**config.mk**
```make
export PLATFORM = sky130hd
export DESIGN_NAME = sent_packet_ack_loss_tracker
export DESIGN_NICKNAME = d
export VERILOG_FILES = /design/src/hw/rtl/spal_pkg.sv /design/src/hw/rtl/sent_packet_ack_loss_tracker.sv
export SDC_FILE = /design/constraint.sdc
export NUM_CORES = 2
export LEC_CHECK = 0
export BUFFER_PORTS_ARGS = -buffer_cell sky130_fd_sc_hd__buf_2
export CAP_MARGIN = 40
export CORE_ASPECT_RATIO = 0.5
export CORE_MARGIN = 2
export CORE_UTILIZATION = 40
export CTS_BUF_LIST = sky130_fd_sc_hd__clkbuf_8 sky130_fd_sc_hd__clkbuf_16
export DETAILED_ROUTE_END_ITERATION = 10
export SETUP_SLACK_MARGIN = 0.05
export SYNTH_ARGS = -nofsm -noshare
export SYNTH_HDL_FRONTEND = slang
export SYNTH_SLANG_ARGS = --single-unit
```
**constraint.sdc**
```tcl
create_clock -name clock -period 20.3 [get_ports clock]
set_clock_uncertainty 0.15 [all_clocks]
set_input_delay 3.045 -clock clock [delete_from_list [all_inputs] [get_ports clock]]
set_output_delay 3.045 -clock clock [all_outputs]
set_load 0.05 [all_outputs]
```
**src/hw/rtl/spal_pkg.sv**
```systemverilog
// ----------------------------------------------------------------------------
// spal_pkg
// Types and constants of the sent-packet ack and loss tracker.
// ----------------------------------------------------------------------------
package spal_pkg;
   localparam int TableDepth = 32;
   localparam int IdxW = $clog2(TableDepth);
   localparam int CntW = $clog2(TableDepth + 1);

   localparam logic [1:0] CMD_SENT = 2'd0;
   localparam logic [1:0] CMD_ACK  = 2'd1;
   localparam logic [1:0] CMD_LOST = 2'd2;
   // unused code: accepted and dropped without a response
   localparam logic [1:0] CMD_NONE = 2'd3;

   localparam logic [1:0] KIND_ACKED   = 2'd0;
   localparam logic [1:0] KIND_SUMMARY = 2'd1;
   localparam logic [1:0] KIND_SENT    = 2'd2;
   localparam logic [1:0] KIND_LOST    = 2'd3;

   localparam logic REG_REORDER = 1'b0;
   localparam logic REG_TIMELOSS = 1'b1;

   typedef struct packed {
      logic [1:0]  cmd;
      logic [31:0] pkt_number;
      logic [15:0] pkt_size;
      logic [31:0] time_stamp;
      logic        counts_in_flight;
      logic [31:0] gap_bound;
      logic        gap_valid;
      logic        first_block;
      logic        last_block;
      logic [31:0] time_threshold;
   } req_type;

   typedef struct packed {
      logic [1:0]  kind;
      logic [31:0] out_number;
      logic [15:0] out_size;
      logic [5:0]  lost_count;
      logic [20:0] bytes_in_flight;
      logic        ok_flag;
      logic        last;
   } rsp_type;

   // entry record held in the table memory (flags kept apart)
   typedef struct packed {
      logic [31:0] number;
      logic [15:0] size;
      logic [31:0] sent_time;
      logic [31:0] ack_time;
   } entry_type;

   // flags: bit0 acked, bit1 lost, bit2 in flight
   typedef logic [2:0] flags_type;
endpackage

```
**src/hw/rtl/sent_packet_ack_loss_tracker.sv**
```systemverilog
// ----------------------------------------------------------------------------
// sent_packet_ack_loss_tracker
// Sent-packet table with ack block processing and loss detection.
// ----------------------------------------------------------------------------
// One request at a time: req_ready stays low from acceptance until the last
// response of the request has been taken. A sent record answers in the cycle
// after acceptance, so with a ready receiver the next request can follow once
// that response is taken; an unknown command gives no response and the next
// request can follow in the next cycle. An ack block or mark-lost walks the
// table through a memory with one read and one write port and a registered
// read, one entry per cycle while no acked-packet response stalls the walk.
// An ack block walks from newest to oldest; each newly acked entry waits until
// its acked-packet response is taken, then the walk closes. On a last block a
// loss scan and the removal of acked, not lost head entries follow; every
// block ends with a summary scan before the summary is offered. Flags sit in
// flip-flops cleared by reset; the data memory needs no clearing.
module sent_packet_ack_loss_tracker (
   input  logic              clock,
   input  logic              reset,
   input  logic              req_valid,
   output logic              req_ready,
   input  spal_pkg::req_type req_data,
   output logic              rsp_valid,
   input  logic              rsp_ready,
   output spal_pkg::rsp_type rsp_data,
   input  logic              csr_we,
   input  logic              csr_index,
   input  logic [7:0]        csr_wdata
);
   import spal_pkg::*;

   localparam logic [3:0] ST_IDLE  = 4'd0;
   localparam logic [3:0] ST_ACK   = 4'd1;
   localparam logic [3:0] ST_ACKW  = 4'd2;
   localparam logic [3:0] ST_LOSS  = 4'd3;
   localparam logic [3:0] ST_CLEAN = 4'd4;
   localparam logic [3:0] ST_SUM   = 4'd5;
   localparam logic [3:0] ST_MARK  = 4'd6;
   localparam logic [3:0] ST_OUT   = 4'd7;

   // configuration
   logic [7:0] reorder_ff;
   logic       tloss_ff;
   always_ff @(posedge clock) begin
      if (reset) begin
         reorder_ff <= 8'd3;
         tloss_ff   <= 1'b0;
      end else if (csr_we) begin
         if (csr_index == REG_REORDER) reorder_ff <= csr_wdata;
         else tloss_ff <= csr_wdata[0];
      end
   end

   // memories: entry data (registered read), flags in flip-flops
   entry_type mem [TableDepth];
   entry_type rd_ff;
   flags_type flags_ff [TableDepth];
   logic [IdxW-1:0] raddr;
   logic            mem_we;
   logic [IdxW-1:0] waddr;
   entry_type       wdata;
   always_ff @(posedge clock) begin
      if (mem_we) mem[waddr] <= wdata;
      rd_ff <= mem[raddr];
   end

   logic [3:0]      state_ff;
   req_type         req_ff;
   logic [IdxW-1:0] head_ff;
   logic [CntW-1:0] count_ff;
   logic [31:0]     largest_ff;
   // walk position: entries remaining (descending) or done (ascending)
   logic [CntW-1:0] pos_ff;
   logic            rdv_ff;      // rd_ff holds entry at rdi_ff
   logic [IdxW-1:0] rdi_ff;
   logic            lostm_ff, outst_ff;
   logic [31:0]     refack_ff;
   logic [5:0]      lostc_ff;
   logic [20:0]     bif_ff;
   logic            found_ff;
   logic            rsp_valid_ff;
   rsp_type         rsp_ff;

   logic [IdxW-1:0] cur_slot;
   assign cur_slot = head_ff + pos_ff[IdxW-1:0] - IdxW'(1);

   assign req_ready = (state_ff == ST_IDLE) && !rsp_valid_ff;
   assign rsp_valid = rsp_valid_ff;
   assign rsp_data  = rsp_ff;

   flags_type cf;
   logic signed [33:0] tdiff;
   logic dist_hit, time_hit;
   assign cf = flags_ff[rdi_ff];
   assign dist_hit = (largest_ff - rd_ff.number) >= {24'd0, reorder_ff};
   assign tdiff = $signed({2'b00, refack_ff}) - $signed({2'b00, rd_ff.sent_time});
   assign time_hit = tloss_ff && (tdiff >= $signed({2'b00, req_ff.time_threshold}));

   always_comb begin
      raddr  = cur_slot;
      mem_we = 1'b0;
      waddr  = rdi_ff;
      wdata  = rd_ff;
      if (state_ff == ST_IDLE) begin
         waddr = head_ff + count_ff[IdxW-1:0];
         wdata.number    = req_data.pkt_number;
         wdata.size      = req_data.pkt_size;
         wdata.sent_time = req_data.time_stamp;
         wdata.ack_time  = 32'd0;
         mem_we = req_valid && req_ready && req_data.cmd == CMD_SENT
                  && count_ff < CntW'(TableDepth);
      end else if (state_ff == ST_ACK && rdv_ff && !(req_ff.gap_valid
                   && rd_ff.number <= req_ff.gap_bound)
                   && rd_ff.number <= req_ff.pkt_number && !cf[0]) begin
         wdata.ack_time = req_ff.time_stamp;
         mem_we = 1'b1;
      end
      if (state_ff == ST_SUM || state_ff == ST_MARK)
         raddr = head_ff + pos_ff[IdxW-1:0];
   end

   always_ff @(posedge clock) begin
      if (reset) begin
         state_ff     <= ST_IDLE;
         head_ff      <= '0;
         count_ff     <= '0;
         largest_ff   <= '0;
         rsp_valid_ff <= 1'b0;
         rdv_ff       <= 1'b0;
         for (int i = 0; i < TableDepth; i++) flags_ff[i] <= 3'b000;
      end else begin
         if (rsp_valid_ff && rsp_ready) rsp_valid_ff <= 1'b0;
         case (state_ff)
            ST_IDLE: begin
               rdv_ff <= 1'b0;
               if (req_valid && req_ready) begin
                  req_ff   <= req_data;
                  lostc_ff <= '0;
                  bif_ff   <= '0;
                  found_ff <= 1'b0;
                  lostm_ff <= 1'b0;
                  outst_ff <= 1'b0;
                  case (req_data.cmd)
                     CMD_SENT: begin
                        rsp_ff <= {KIND_SENT, req_data.pkt_number, req_data.pkt_size,
                                   6'd0, 21'd0, (count_ff < CntW'(TableDepth)), 1'b1};
                        rsp_valid_ff <= 1'b1;
                        if (count_ff < CntW'(TableDepth)) begin
                           flags_ff[head_ff + count_ff[IdxW-1:0]] <=
                              {req_data.counts_in_flight, 2'b00};
                           count_ff <= count_ff + CntW'(1);
                        end
                     end
                     CMD_ACK: begin
                        if (req_data.first_block) largest_ff <= req_data.pkt_number;
                        pos_ff   <= count_ff;
                        state_ff <= ST_ACK;
                     end
                     CMD_LOST: begin
                        pos_ff   <= '0;
                        state_ff <= ST_MARK;
                     end
                     default: ;
                  endcase
               end
            end
            // newest to oldest; a hit stalls in ST_ACKW until its response goes
            ST_ACK: begin
               if (rdv_ff && req_ff.gap_valid && rd_ff.number <= req_ff.gap_bound) begin
                  rdv_ff   <= 1'b0;
                  state_ff <= ST_OUT;
               end else if (rdv_ff && rd_ff.number <= req_ff.pkt_number && !cf[0]) begin
                  rdv_ff <= 1'b0;
                  flags_ff[rdi_ff][0] <= 1'b1;
                  rsp_ff <= {KIND_ACKED, rd_ff.number, rd_ff.size, 6'd0, 21'd0,
                             1'b0, 1'b0};
                  rsp_valid_ff <= 1'b1;
                  state_ff     <= ST_ACKW;
               end else if (pos_ff == '0) begin
                  rdv_ff   <= 1'b0;
                  state_ff <= ST_OUT;
               end else begin
                  rdv_ff <= 1'b1;
                  rdi_ff <= cur_slot;
                  pos_ff <= pos_ff - CntW'(1);
               end
            end
            ST_ACKW: begin
               if (!rsp_valid_ff) state_ff <= ST_ACK;
            end
            // end of ack walk: loss scan or straight to summary
            ST_OUT: begin
               rdv_ff <= 1'b0;
               if (!rsp_valid_ff) begin
                  pos_ff   <= req_ff.last_block ? count_ff : '0;
                  state_ff <= req_ff.last_block ? ST_LOSS : ST_SUM;
               end
            end
            ST_LOSS: begin
               rdv_ff <= (pos_ff != '0);
               if (rdv_ff) begin
                  if (lostm_ff) begin
                     if (!cf[0]) flags_ff[rdi_ff][1] <= 1'b1;
                  end else if (rd_ff.number == largest_ff) begin
                     refack_ff <= rd_ff.ack_time;
                     outst_ff  <= 1'b1;
                  end else if (outst_ff && !cf[0]) begin
                     if (dist_hit || time_hit) begin
                        flags_ff[rdi_ff][1] <= 1'b1;
                        lostm_ff <= 1'b1;
                     end
                  end
               end
               if (pos_ff == '0) begin
                  if (!rdv_ff) state_ff <= ST_CLEAN;
               end else begin
                  rdi_ff <= cur_slot;
                  pos_ff <= pos_ff - CntW'(1);
               end
            end
            ST_CLEAN: begin
               if (count_ff != '0 && flags_ff[head_ff][0] && !flags_ff[head_ff][1]) begin
                  head_ff  <= head_ff + IdxW'(1);
                  count_ff <= count_ff - CntW'(1);
               end else begin
                  pos_ff   <= '0;
                  state_ff <= ST_SUM;
               end
            end
            // oldest to newest summary scan
            ST_SUM: begin
               rdv_ff <= (pos_ff != count_ff);
               if (rdv_ff) begin
                  if (cf[1]) lostc_ff <= lostc_ff + 6'd1;
                  if (cf[2] && !cf[0]) bif_ff <= bif_ff + 21'(rd_ff.size);
               end
               if (pos_ff == count_ff) begin
                  if (!rdv_ff) begin
                     rsp_ff <= {KIND_SUMMARY, 32'd0, 16'd0, lostc_ff, bif_ff,
                                1'b0, 1'b1};
                     rsp_valid_ff <= 1'b1;
                     state_ff     <= ST_IDLE;
                  end
               end else begin
                  rdi_ff <= head_ff + pos_ff[IdxW-1:0];
                  pos_ff <= pos_ff + CntW'(1);
               end
            end
            ST_MARK: begin
               rdv_ff <= (pos_ff != count_ff);
               if (rdv_ff && rd_ff.number == req_ff.pkt_number) begin
                  flags_ff[rdi_ff][1] <= 1'b1;
                  found_ff <= 1'b1;
               end
               if (pos_ff == count_ff) begin
                  if (!rdv_ff) begin
                     rsp_ff <= {KIND_LOST, req_ff.pkt_number, 16'd0, 6'd0, 21'd0,
                                found_ff, 1'b1};
                     rsp_valid_ff <= 1'b1;
                     state_ff     <= ST_IDLE;
                  end
               end else begin
                  rdi_ff <= head_ff + pos_ff[IdxW-1:0];
                  pos_ff <= pos_ff + CntW'(1);
               end
            end
            default: state_ff <= ST_IDLE;
         endcase
      end
   end
endmodule

```
==> flow_summary.json <==
{
  "clock_power_share_pct": 24.3,
  "worst_setup_path_start_kind": "flop",
  "cp_slowest_cell": "or4b_1",
  "synth_edf_count": 3962,
  "cts_buffer_depth": 4,
  "rsz0062_at_grt": "false",
  "drt_pass1_iterations": 6,
  "fin_setup_tns_ns": 0,
  "timing.critical_path.buf_inv": 3,
  "timing.fmax_ghz": 0.1270,
  "drc_errors": 0,
  "max-vdd-ir-drop_uv": 166.8,
  "cts.sinks": 4141,
  "drtIter0Drc": 10050,
  "critPathMaxStageDelay_ns": 0.68,
  "first_global_vias": 86260,
  "routabilityCongestion": 0.8655,
  "p_sw_mw": 9.990,
  "gr-usage-met2_pct": 34.76,
  "viasPerCell": 5.779,
  "crit_family": "compound AO/OA/AOI/OAI gates",
  "track_usage_pct": 21.40,
  "final_net_count": 9554,
  "antenna_found_initial": 35,
  "hold_viol": 0,
  "fin_ws_ns": 12.42,
  "grt_start_max_net_pins": 149,
  "num_rows": 167,
  "ys_seq_area_share_pct": 73.31,
  "leakagePower_nw": 63.66,
  "ys.flop_type": "edfxtp_1",
  "finalPower_mw": 29.76,
  "numCtsBuffers": 384,
  "cts_tree": "done",
  "setup_viol": 0,
  "pin_count": 245,
  "postCtsSetupRepairBufs": 0,
  "hp-class": "flop to flop",
  "maxSlewHeadroom_pct": 1.367,
  "synth-seq-cells": 4141,
  "fp.coreArea_sq_um": 415000,
  "report.final.slew_viol_count": 0,
  "required_ns": 20.76,
  "fin_crit_sh_pct": 38.80,
  "via_count": 87270,
  "ys.warnings.count": 0,
  "layout-drive-gt1-share_pct": 24.62,
  "p_seq_share_pct": 39.0,
  "initial_core_util_pct": 40.28,
  "post_synth_instance_area_sq_um": 167200,
  "grt_use_met3_pct": 2.424,
  "synth_nets": 9030,
  "ctsResizeCount": 0,
  "min_period_ns": 7.877,
  "power_density_nw_per_um2": 156.0,
  "layout_common_cells": "edfxtp_1, mux4_2, nand2_1",
  "ys_types": 81,
  "die_h_um": 461.1,
  "outcome": "finished clean",
  "io_buffer_count": 244,
  "multi_input_area_sq_um": 42180,
  "grt_pass1_wl_um": 652900,
  "die-area_sq_um": 423400,
  "area_growth_pct": 14.14,
  "synthArstFlopShare_pct": 0,
  "cp.arrival_ns": 8.34,
  "register_area_sq_um": 122600,
  "layout_commonest_cell": "edfxtp_1",
  "critPathKind": "flop to flop",
  "overflow": 0,
  "synth_area_leader_cell": "edfxtp_1",
  "use_met1_pct": 30.68,
  "die_w_um": 918.3,
  "hold_buffers": 0,
  "htree_levels": 5,
  "fin_util_pct": 45.98,
  "power_switching_share_pct": 33.57,
  "n_fill_cell": 34940,
  "max_cap_violations": 0,
  "post-synth-top-area-fraction_pct": 71.17,
  "post-place-ws_ns": 12.54,
  "hpwlAfterDp_um": 265900,
  "cp_max_fo": 19,
  "clk_pin_slew_ns": 0.06,
  "clockRootBuffer": "clkbuf_16",
  "clock_latency_ns": 0.93,
  "synthTopCellsByArea": "edfxtp_1, mux4_2, mux2i_1",
  "wl_um": 462100,
  "ant_nets": 0,
  "endpoint_kind": "flop",
  "wl_per_cell_um": 30.60,
  "p_comb_share_pct": 36.7,
  "syn_avg_cell_area_sq_um": 19.31,
  "worstMarginPinSlew_ns": 1.479,
  "busiest_layer": "met2",
  "intPower_mw": 19.77,
  "syn_inst": 8657
}
==> registers in the layout, summed over array words and instances (netlist names), 3 cells and up, named ones only <==
| signal | count |
|---|---|
| rd_ff | 112 |
| reorder_ff | 8 |
| state_ff | 3 |
| req_ff | 130 |
| rdi_ff | 5 |
| rsp_data | 79 |
| head_ff | 5 |
| flags_ff | 96 |
| largest_ff | 32 |
| bif_ff | 21 |
| count_ff | 6 |
| pos_ff | 6 |
| refack_ff | 32 |
| lostc_ff | 6 |
| mem | 3584 |
==> metrics by stage <==
stage                     area (sq um)  instances  hold slack [ns]
after floorplan                 167200       8657           0.2576
after global placement          176200      14270           0.2732
after detailed placement        178300      14370           0.2743
after CTS                       190700      15070           0.2907
after global routing            190800      15090           0.3042
final                           190800      15100           0.2867
==> metal layers <==
metal  share of wire (%)  routed length, um
met5              0.0056                 26
met4                 3.3              15320
met3                 6.6              30700
met2                  48             220300
met1                  42             195700
==> cells by family (layout without fill, tap and decap cells) <==
| logic type | count (synthesis) | in the layout | synth area share [%] |
|---|---|---|---|
| compound gates | 845 | 845 | 3.211 |
| other cells | 0 | 25 | 0 |
| fa+ha+maj | 209 | 209 | 1.596 |
| buf+inv | 744 | 1586 | 1.781 |
| xor+xnor | 93 | 93 | 0.4872 |
| flops | 4141 | 4141 | 73.31 |
| mux | 1524 | 1524 | 16.73 |
| simple gates | 1101 | 1101 | 2.879 |
==> power groups by stage <==
stage,sequential (mW),clock [mW],combinational (mW)
after global placement,11.8,0,10.5
final,11.6,7.23,10.9
after global routing,11.6,7.65,11.7
after detailed placement,11.8,0,11.0
after floorplan,11.8,0,7.19
after CTS,11.6,7.33,11.0
==> worst paths after layout <==
check	from	slack [ns]	end	cells after the start
worst max-delay path	rd_ff[33]	12.42	flags_ff[11][0]	29
worst min-delay path	rd_ff[1]	0.29	refack_ff[1]	0
worst max register to register	rd_ff[33]	12.42	flags_ff[11][0]	29
worst min register to register	rd_ff[1]	0.29	refack_ff[1]	0
==> Yosys cell counts (20+ instances only) <==
| library cell | count |
|---|---|
| a22oi_1 | 37 |
| nor2b_1 | 25 |
| mux2_2 | 77 |
| mux4_2 | 1008 |
| o211ai_1 | 52 |
| nand4_1 | 35 |
| xor2_1 | 31 |
| clkbuf_1 | 279 |
| buf_2 | 110 |
| o21a_1 | 20 |
| and3_1 | 51 |
| a31oi_1 | 50 |
| nor3_1 | 65 |
| a211oi_1 | 52 |
| nand2b_1 | 24 |
| a21oi_1 | 238 |
| buf_1 | 51 |
| nor2_1 | 343 |
| o21ai_0 | 183 |
| xnor2_1 | 62 |
| a21o_1 | 84 |
| nand2_1 | 446 |
| mux2i_1 | 437 |
| inv_1 | 298 |
| ha_1 | 202 |
| dfxtp_1 | 179 |
| nand3_1 | 46 |
| edfxtp_1 | 3962 |
==> layout make-up <==
type | count | share of cell area (%)
antenna | 25 | 0.03279
sequential | 4141 | 64.23
timing repair buffer | 582 | 2.879
clock inverter | 298 | 1.278
multi-input combinational | 3772 | 22.10
tap | 5577 | 3.657
clock buffer | 406 | 5.224
inverter | 300 | 0.5902
No activity file was read; power rests on OpenSTA's default activity.
